**config.mk**
```make
export PLATFORM = sky130hd
export DESIGN_NAME = bfcq15_ctrl
export DESIGN_NICKNAME = d
export VERILOG_FILES = /design/src/rtl/bfcq15_pkg.sv /design/src/rtl/bfcq15_ctrl.sv
export SDC_FILE = /design/constraint.sdc
export NUM_CORES = 1
export LEC_CHECK = 0
export ABC_AREA = 1
export BUFFER_PORTS_ARGS = -buffer_cell sky130_fd_sc_hd__buf_2
export CORE_AREA = 2 2 39 41
export DETAILED_ROUTE_END_ITERATION = 7
export DIE_AREA = 0 0 41 43
export HOLD_SLACK_MARGIN = 0.06
export PLACE_DENSITY = 0.58
export RECOVER_POWER = 100
export SYNTH_ARGS = -nofsm -noshare
export SYNTH_HDL_FRONTEND = slang
export SYNTH_SLANG_ARGS = --single-unit
```
**constraint.sdc**
```tcl
create_clock -name i_clk -period 1.3 [get_ports i_clk]
set_input_delay 0.26 -clock i_clk [delete_from_list [all_inputs] [get_ports i_clk]]
set_output_delay 0.26 -clock i_clk [all_outputs]
set_load 0.02 [all_outputs]
```
**src/rtl/bfcq15_pkg.sv**
```systemverilog
// shared types and constants for the q15 block fir filter
`timescale 1ns / 1ps

package bfcq15_pkg;

    // default filter geometry
    localparam int TAPS_DEF  = 513;
    localparam int BLOCK_DEF = 512;

    // fixed field widths
    localparam int TAP_IDX_W = 10;
    localparam int SAMPLE_W  = 16;
    localparam int ADDR_W    = 3;
    localparam int DATA_W    = 32;

    // item action codes
    localparam logic ACT_SAMPLE = 1'b0;
    localparam logic ACT_COEF   = 1'b1;

    // register index codes (byte address bit 2)
    localparam logic REG_ENABLE = 1'b0;
    localparam logic REG_PASS   = 1'b1;

    typedef enum logic [3:0] {
        ST_CLEAR,
        ST_IDLE,
        ST_MAC,
        ST_DRAIN,
        ST_ABS,
        ST_ROUND,
        ST_PREAD,
        ST_PWAIT,
        ST_OUT
    } t_state;

    // controller to datapath commands
    typedef struct packed {
        logic clr_step;
        logic coef_wr;
        logic smp_wr;
        logic mac_issue;
        logic pass_cap;
        logic abs_step;
        logic round_step;
        logic out_load;
    } t_dp_cmd;

    // datapath to controller status
    typedef struct packed {
        logic clr_last;
        logic mac_last;
        logic pipe_empty;
        logic out_free;
    } t_dp_stat;

endpackage

```
**src/rtl/bfcq15_ctrl.sv**
```systemverilog
// controller state machine sequencing clear, mac, rounding, pass-through and output
`timescale 1ns / 1ps

module bfcq15_ctrl
    import bfcq15_pkg::*;
(
    input  logic     i_clk,
    input  logic     i_rst_n,
    input  logic     i_valid,
    input  logic     i_action,
    input  logic     i_enable,
    input  logic     i_pass,
    input  t_dp_stat i_stat,
    output logic     o_stall,
    output t_dp_cmd  o_cmd
);

    t_state r_state;
    t_state n_state;
    logic   w_accept;
    logic   w_smp;

    assign w_accept = i_valid && (r_state == ST_IDLE);
    assign w_smp    = w_accept && (i_action == ACT_SAMPLE) && i_enable;

    // state register
    always_ff @(posedge i_clk) begin
        if (!i_rst_n) begin
            r_state <= ST_CLEAR;
        end else begin
            r_state <= n_state;
        end
    end

    // next state
    always_comb begin
        n_state = r_state;
        unique case (r_state)
            ST_CLEAR: begin
                if (i_stat.clr_last) n_state = ST_IDLE;
            end
            ST_IDLE: begin
                if (w_smp) n_state = i_pass ? ST_PREAD : ST_MAC;
            end
            ST_MAC: begin
                if (i_stat.mac_last) n_state = ST_DRAIN;
            end
            ST_DRAIN: begin
                if (i_stat.pipe_empty) n_state = ST_ABS;
            end
            ST_ABS:   n_state = ST_ROUND;
            ST_ROUND: n_state = ST_OUT;
            ST_PREAD: n_state = ST_PWAIT;
            ST_PWAIT: n_state = ST_OUT;
            ST_OUT: begin
                if (i_stat.out_free) n_state = ST_IDLE;
            end
            default:  n_state = ST_IDLE;
        endcase
    end

    // command outputs
    always_comb begin
        o_cmd   = '0;
        o_stall = (r_state != ST_IDLE);
        unique case (r_state)
            ST_CLEAR: o_cmd.clr_step = 1'b1;
            ST_IDLE: begin
                o_cmd.coef_wr = w_accept && (i_action == ACT_COEF);
                o_cmd.smp_wr  = w_smp;
            end
            ST_MAC:   o_cmd.mac_issue  = 1'b1;
            ST_DRAIN: ;
            ST_ABS:   o_cmd.abs_step   = 1'b1;
            ST_ROUND: o_cmd.round_step = 1'b1;
            ST_PREAD: o_cmd.mac_issue  = 1'b1;
            ST_PWAIT: o_cmd.pass_cap   = 1'b1;
            ST_OUT:   o_cmd.out_load   = i_stat.out_free;
            default:  ;
        endcase
    end

endmodule

```
==> reports/summary.txt, run 1 <==
CP Data Arrival Time: 1210 ps
DP HPWL: 760 um
pin count of the biggest net entering global routing: 6
DIE HEIGHT: 43 um
Tcrit/Tclk final: 113%
routed length per instance: 9.88 um
reg-to-reg slack, setup: 50 ps
Worst Path Required: 1040 ps
initial antenna violation count: 0
PD cells: 1970 nW/um^2
hold_ws: 264 ps
Fin. Hold Viols: 0
DRC: 0
fin util: 45.5%
Hold Crit Class: primary input to flop
DRT antenna net count: 0
setup slack after layout: -171 ps
number of DRC markers in iteration 0: 0
# fillers: 152
synthesis-stage register bit count: 4
Final #Nets: 100
Initial Util: 24.4%
fmax: 680 MHz
H-tree Lvls: 1
Avg Synthesized Cell Area: 5.73 sq um
Total GRT Usage: 14.3%
Fin Clk Skew: 3.26 ps
max-slew violation count: 0
max_slew headroom: 78.0%
Leakage Power: 0.325 nW
hold buffer count at CTS: 0
synthesized cell area: 338 sq um
final setup violation count: 9
clk slew on worst S/H paths: 40 ps
maxcap violations: 0
RSZ-0062 raised after global routing: yes
Area after DPL: 509 sq um
VDD IR-drop max: 1.07 mV
Post-Syn Nets: 69
TritonCTS clock tree: yes
Clock Tree Buf Depth: 2
final wirelength: 1030 um
die area: 1760 sq um
Critical Path Source Type: flop
worst-path maximum fanout: 3
chip width: 41 um
Worst-Skew Late Latency: 230 ps
drt pass-1 iters: 1
first-pass GRT wire length: 1670 um
Syn-to-layout area delta: 86.3%
via/cell ratio: 4.44
Top Registers: r_state: 4 flops
root buf cell: clkbuf_4
Biggest register: r_state
vias in the first global route: 439
TritonCTS Buffers: 3
run status: finished with violations
CTS Sinks: 4
post-route minimum period: 1470 ps
sequential cell area fraction in the yosys report: 23.7%
core box area: 1380 sq um
via count: 462
max FFs per register: 4
grt total ovfl: 0
worst-margin pin slew: 329 ps
violated checks: negative setup slack
synth warn: 0
Post-Syn Instances: 59
row cnt: 14
crit end category: output port
ant diodes: 0
IO Count: 19
GP Congestion: 0.779
commonest non-fill, non-tap cells in the layout: 11 x buf_2, 11 x buf_4, 9 x inv_1, 8 x nor2_1, 7 x nand2_1
share of cells above drive strength 1: 60.2%
Setup Crit Path Kind: flop to output port
input/output buffers: 18
Finished Cell Area: 629 sq um
Netlist cell types: 14
worst max-delay path, cell delays in order (launching register included):
cell	delay, ps
dfxtp_2	330
or2_4	250
nor2_4	90
nand2_2	60
nor3_2	90
buf_4	160
through the flow:
| step | TNS, ps | setup WS (ps) | power [mW] | cells |
|---|---|---|---|---|
| 2_1_floorplan | -107 | -53.6 | 0.688 | 59 |
| 3_3_place_gp | 0 | 35.1 | 0.916 | 99 |
| 3_5_place_dp | 0 | 23.0 | 0.918 | 99 |
| 4_1_cts | -964 | -195 | 1.19 | 104 |
| 5_1_grt | -1650 | -242 | 1.36 | 104 |
| 6_report | -901 | -171 | 1.24 | 104 |
cell usage after synthesis:
| cell | count | area, sq um |
|---|---|---|
| a21oi_1 | 3 | 15.0 |
| clkinv_1 | 1 | 3.75 |
| dfxtp_1 | 4 | 80.1 |
| inv_1 | 12 | 45.0 |
| nand2_1 | 10 | 37.5 |
| nand2_2 | 1 | 6.26 |
| nand3_1 | 6 | 30.0 |
| nand3b_1 | 1 | 7.51 |
| nor2_1 | 12 | 45.0 |
| nor2_4 | 2 | 22.5 |
| nor3_1 | 4 | 20.0 |
| nor4_1 | 1 | 6.26 |
| o31ai_2 | 1 | 12.5 |
| or2_1 | 1 | 6.26 |
routing by layer:
layer / GRT usage, % / share of wire [%] / vias up
met5: 0 / 0 / -
met4: 6.67 / 0 / 0
met3: 2.62 / 6.0 / 0
met2: 25.3 / 58 / 16
met1: 14.8 / 36 / 201
li1: - / - / 245
repair_timing:
action	CTS	global route
gates resized for setup	19	13
setup endpoints to repair	9	11
buffers inserted	2	0
endpoints found under the hold margin	0	0
gates cloned	0	0
pin swaps	2	2
cell families (layout without fill, tap and decap cells):
family,count (synthesis),after routing,synth area share (%)
buf+inv,13,42,14.4
flops,4,4,23.7
simple gates,38,38,53.7
compound gates,4,4,8.15
area by class of cell:
cell class | count | area, sq um | share of cell area [%]
Clock buffer | 3 | 22.5 | 3.58
Tap cell | 16 | 20.0 | 3.18
Sequential cell | 4 | 87.6 | 13.9
Inverter | 13 | 51.3 | 8.15
Multi-Input combinational cell | 42 | 265 | 42.1
Timing Repair Buffer | 26 | 183 | 29.0
worst paths after layout:
kind                                  from          to  cells after the start
worst max register to register  r_state[1]  r_state[0]                     10
worst max-delay path            r_state[2]    o_cmd[5]                      5
worst min-delay path               i_rst_n  r_state[1]                      3
worst min register to register  r_state[1]  r_state[1]                      2
power by group:
group          internal, mW  switching [mW]
clock network         0.103          0.0464
logic                 0.375           0.491
registers             0.177          0.0513
No activity file was read; power rests on OpenSTA's default activity.
==> inputs of run 2 (changes only) <==
--- a/constraint.sdc
+++ b/constraint.sdc
@@ -3,2 +3,2 @@
 set_output_delay 0.26 -clock i_clk [all_outputs]
-set_load 0.02 [all_outputs]
+set_load 0.01 [all_outputs]
==> run 2 against run 1 <==
  * The run still ends with negative setup slack left
  * Register-to-register slack got worse by 50 ps
  * Largest power group unchanged
  * Critical path type unchanged
  * Sequential power about the same
  * Utilization fell by 3.8 points
==> reports/summary.txt, run 2 (synthesized netlist as in run 1, its figures left out) <==
run status: finished with violations
violated checks: negative setup slack
Critical Path Source Type: flop
vias in the first global route: 417 (-5.0%)
ant diodes: 0 (unchanged)
Top Registers: r_state: 4 flops
Hold Crit Class: primary input to flop
root buf cell: clkbuf_4
Clock Tree Buf Depth: 2 (unchanged)
CP Data Arrival Time: 1190 ps (-20 ps)
number of DRC markers in iteration 0: 4 (+4)
row cnt: 14 (unchanged)
PD cells: 2030 nW/um^2 (+3.1%)
RSZ-0062 raised after global routing: yes
max_slew headroom: 77.0% (-1.0 points)
input/output buffers: 18 (unchanged)
DRC: 0 (unchanged)
post-route minimum period: 1450 ps (-18.3 ps)
chip width: 41 um (unchanged)
maxcap violations: 0 (unchanged)
fmax: 688 MHz (+1.3%)
CTS Sinks: 4 (unchanged)
Initial Util: 24.4% (unchanged)
IO Count: 19 (unchanged)
# fillers: 159 (+4.6%)
DRT antenna net count: 0 (unchanged)
first-pass GRT wire length: 1500 um (-10%)
worst-path maximum fanout: 3 (unchanged)
hold buffer count at CTS: 0 (unchanged)
die area: 1760 sq um (unchanged)
TritonCTS clock tree: yes
H-tree Lvls: 1 (unchanged)
initial antenna violation count: 0 (unchanged)
VDD IR-drop max: 0.923 mV (-14%)
Total GRT Usage: 12.6% (-1.7 points)
Setup Crit Path Kind: flop to output port
DIE HEIGHT: 43 um (unchanged)
Tcrit/Tclk final: 112% (-1.4 points)
DP HPWL: 710 um (-6.6%)
final setup violation count: 9 (unchanged)
setup slack after layout: -153 ps (+18.3 ps)
commonest non-fill, non-tap cell in the layout: buf_2
TritonCTS Buffers: 3 (unchanged)
Worst Path Required: 1040 ps (about the same)
Fin Clk Skew: 1.72 ps (-1.54 ps)
max FFs per register: 4 (unchanged)
commonest non-fill, non-tap cells in the layout: 18 x buf_2, 11 x nor2_1, 10 x inv_1, 7 x nand2_1, 5 x buf_4
clk slew on worst S/H paths: 40 ps (about the same)
via/cell ratio: 4.55 (+2.4%)
grt total ovfl: 0 (unchanged)
final wirelength: 948 um (-7.7%)
worst-margin pin slew: 344 ps (+15.1 ps)
max-slew violation count: 0 (unchanged)
GP Congestion: 0.828 (+6.2%)
Leakage Power: 0.320 nW (-1.3%)
Final #Nets: 98 (-2.0%)
core box area: 1380 sq um (unchanged)
Worst-Skew Late Latency: 230 ps (about the same)
drt pass-1 iters: 4 (+3)
share of cells above drive strength 1: 57.0% (-3.3 points)
Biggest register: r_state
pin count of the biggest net entering global routing: 6 (unchanged)
Fin. Hold Viols: 0 (unchanged)
Syn-to-layout area delta: 70.7%
crit end category: output port
Placement Setup Slack: 48.9 ps (+25.8 ps)
routed length per instance: 9.29 um (-5.9%)
via count: 464 (+0.43%)
fin util: 41.7% (-3.8 points)
[run 2: changes by cell type in the layout (fill, tap and decap cells not counted), moves of 3 or more]
cell / before / now
buf_2: 11 / 18
buf_4: 11 / 5
buf_6: 4 / 1
nor2_1: 8 / 11
nor2_2: 5 / 1
[run 2: cell type report]
class                   count  area (sq um)  area share [%]
clock buffers               3          22.5            3.90
multi-input cells          42           259            44.9
inverters                  13          48.8            8.46
flip-flops and latches      4          87.6            15.2
repair buffers             24           139            24.1
well taps                  16          20.0            3.47
[run 2: critical path, stage by stage (launching register included)]
cell and delay, ps:
dfxtp_2 320, or2_4 250, nor2_4 90, nand2_2 60, nor3_2 90, buf_2 140
[run 2: repair_timing]
| action | 4_1_cts | 5_1_grt |
|---|---|---|
| pin swaps | 3 | 1 |
| gates resized for setup | 9 | 11 |
| endpoints found under the hold margin | 0 | 0 |
| buffers inserted | 2 | 0 |
| setup endpoints to repair | 9 | 12 |
[run 2: path summary, 6_finish.rpt]
check / from / to / slack [ps] / depth (start not counted)
hold / removal: i_rst_n / r_state[1] / 260 / 3
setup / recovery: r_state[2] / o_cmd[5] / -150 / 5
hold reg to reg: r_state[1] / r_state[1] / 540 / 2
setup reg to reg: r_state[1] / r_state[0] / 0 / 10
[run 2: stage by stage]
step / power [mW] / hold WS, ps / setup TNS (ps) / std cells / cell area [sq um]
after global routing: 1.28 / 287 / -1490 / 102 / 577
after global placement: 0.854 / 512 / 0 / 97 / 483
after detailed placement: 0.849 / 514 / 0 / 97 / 483
after CTS: 1.09 / 259 / -879 / 102 / 538
after floorplan: 0.623 / 380 / 0 / 59 / 343
final: 1.17 / 258 / -797 / 102 / 577
[run 2: power by group]
part           internal (mW)  total [mW]  switching (mW)
Clock                  0.103       0.152          0.0487
Sequential             0.177       0.226          0.0498
Combinational          0.356       0.795           0.439
Total                  0.636        1.17           0.538
[run 2: per-layer routing]
metal  global-route usage, %  share of wire, %
met5                       0                 0
met4                    8.00               1.8
met3                    1.57               6.6
met2                    20.9                55
met1                    13.8                37
==> inputs of run 3 (changes only) <==
- PLACE_DENSITY: 0.58 -> unset
==> run 3 against run 2 <==
  * The flow still finishes with violations (negative setup slack)
  * Sequential share of layout area increased by 0.18 points
  * Via count down 5.0%
  * Register-to-register slack hardly changed
  * Largest power group unchanged
  * Maximum frequency up 0.86%
  * Power fell by 7.8%
  * Clock skew decreased by 1.4 ps
  * Sequential power decreased by 4%
  * Flip-flop and latch count unchanged
  * Design area is 5.4% lower
==> reports/summary.txt, run 3 (synthesized netlist as in run 1, its figures left out) <==
run status: finished with violations
violated checks: negative setup slack
final wirelength: 887 um (-6.4%)
worst-margin pin slew: 314 ps (-30.1 ps)
row cnt: 14 (unchanged)
clk slew on worst S/H paths: 40 ps (about the same)
Tcrit/Tclk final: 111% (-0.96 points)
Internal: 0.598 mW (-6.0%)
DRT antenna net count: 0 (unchanged)
TritonCTS clock tree: yes
Critical Path Source Type: flop
setup slack after layout: -140 ps (+12.4 ps)
# fillers: 161 (+1.3%)
IO Count: 19 (unchanged)
DRC: 0 (unchanged)
Placement Setup Slack: 17.1 ps (-31.8 ps)
combinational power share: 66.4% (-1.4 points)
Seq pwr share: 20.0% (+0.7 points)
Worst-Skew Late Latency: 220 ps (about the same)
Total GRT Usage: 11.1% (-1.4 points)
max-slew violation count: 0 (unchanged)
core box area: 1380 sq um (unchanged)
input/output buffers: 18 (unchanged)
Fin. Hold Viols: 0 (unchanged)
post-route minimum period: 1440 ps (-12.4 ps)
via count: 441 (-5.0%)
Area after DPL: 490 sq um (+1.6%)
TritonCTS Buffers: 3 (unchanged)
drt pass-1 iters: 4 (unchanged)
part of the power in the clock network: 13.6% (+0.7 points)
pin count of the biggest net entering global routing: 7 (+1)
Syn-to-layout area delta: 61.5%
grt total ovfl: 0 (unchanged)
Initial Util: 24.4% (unchanged)
CP Data Arrival Time: 1180 ps (about the same)
Fin Clk Skew: 0.339 ps (-1.38 ps)
final setup violation count: 8 (-1)
fmax: 694 MHz (+0.86%)
number of DRC markers in iteration 0: 8 (+4)
share of cells above drive strength 1: 46.5% (-10 points)
DP HPWL: 725 um (+2.0%)
PD cells: 1980 nW/um^2 (-2.5%)
ant diodes: 0 (unchanged)
initial antenna violation count: 0 (unchanged)
commonest non-fill, non-tap cell in the layout: buf_2
sw frac: 44.7% (-1.1 points)
Finished Cell Area: 546 sq um (-5.4%)
RSZ-0062 raised after global routing: yes
max_slew headroom: 79.0% (+2.0 points)
sequential cell area: 83.8 sq um (-4.3%)
Clock Tree Buf Depth: 2 (unchanged)
die area: 1760 sq um (unchanged)
CTS Sinks: 4 (unchanged)
Setup Crit Path Kind: flop to output port
Hold Crit Class: primary input to flop
via/cell ratio: 4.32 (-5.0%)
hold_ws: 281 ps (+23.6 ps)
Worst Path Required: 1040 ps (about the same)
DIE HEIGHT: 43 um (unchanged)
VDD IR-drop max: 0.710 mV (-23%)
Top Registers: r_state: 4 flops
worst-path maximum fanout: 6 (+3)
routed length per instance: 8.70 um (-6.4%)
GP Congestion: 0.842 (+1.7%)
vias in the first global route: 361 (-13%)
max FFs per register: 4 (unchanged)
maxcap violations: 0 (unchanged)
Leakage Power: 0.308 nW (-3.8%)
chip width: 41 um (unchanged)
first-pass GRT wire length: 1390 um (-7.4%)
H-tree Lvls: 1 (unchanged)
commonest non-fill, non-tap cells in the layout: 18 x buf_2, 12 x inv_1, 11 x nor2_1, 8 x nand2_1
area of the multi-input gates: 235 sq um (-9.2%)
root buf cell: clkbuf_4
crit end category: output port
Net Sw Power: 0.484 mW (-9.9%)
Final #Nets: 98 (unchanged)
Biggest register: r_state
==> run 3: cell types whose count changed in the layout (fill, tap and decap cells not counted), sizes merged <==
cell / delta
inv: -1
clkinv: +1
==> run 3: per-layer routing <==
metal | global-route usage [%] | wire length, um | share of wire, %
met2 | 18.8 | 495 | 56
met4 | 3.33 | 0 | 0
met1 | 13.8 | 371 | 42
met3 | 1.57 | 20 | 2.3
met5 | 0 | 0 | 0
==> run 3: area by class of cell <==
class,instances,share of cell area (%)
clock buffer,3,4.13
inverter,13,8.94
multi-input combinational,42,43.1
sequential,4,15.4
tap,16,3.67
timing repair buffer,24,24.8
==> run 3: power by group through the flow <==
stage	Combinational [mW]	Clock, mW	Sequential, mW
CTS	0.711	0.155	0.207
global route	0.800	0.167	0.223
global placement	0.641	0	0.200
floorplan	0.415	0	0.208
finish	0.719	0.147	0.216
detailed placement	0.645	0	0.200
==> run 3: what timing repair did <==
item / CTS / global route
gates resized for setup: 7 / 2
buffers inserted: 1 / 0
endpoints found under the setup margin: 9 / 12
hold buffers: 0 / 0
pin swaps: 5 / 2
==> run 3: stage by stage <==
| stage | total power [mW] | util (%) | std cells | TNS [ps] |
|---|---|---|---|---|
| finish | 1.08 | 39.4 | 102 | -734 |
| global route | 1.19 | 39.4 | 102 | -1600 |
| CTS | 1.07 | 39.1 | 102 | -908 |
| detailed placement | 0.846 | 35.4 | 98 | 0 |
| global placement | 0.841 | 35.4 | 98 | 0 |
| floorplan | 0.623 | - | 59 | 0 |
==> run 3: critical path, stage by stage, from the launching register on <==
cell and delay, ps:
dfxtp_2 340, or2_4 240, nor2_4 90, nand2_2 60
nor3_2 90, buf_2 140
==> run 3: worst paths after layout <==
path              start         end  slack, ps  depth (start not counted)
max          r_state[1]    o_cmd[5]       -140                          5
min             i_rst_n  r_state[1]        280                          3
max reg2reg  r_state[1]  r_state[0]          0                          9
min reg2reg  r_state[1]  r_state[1]        530                          2
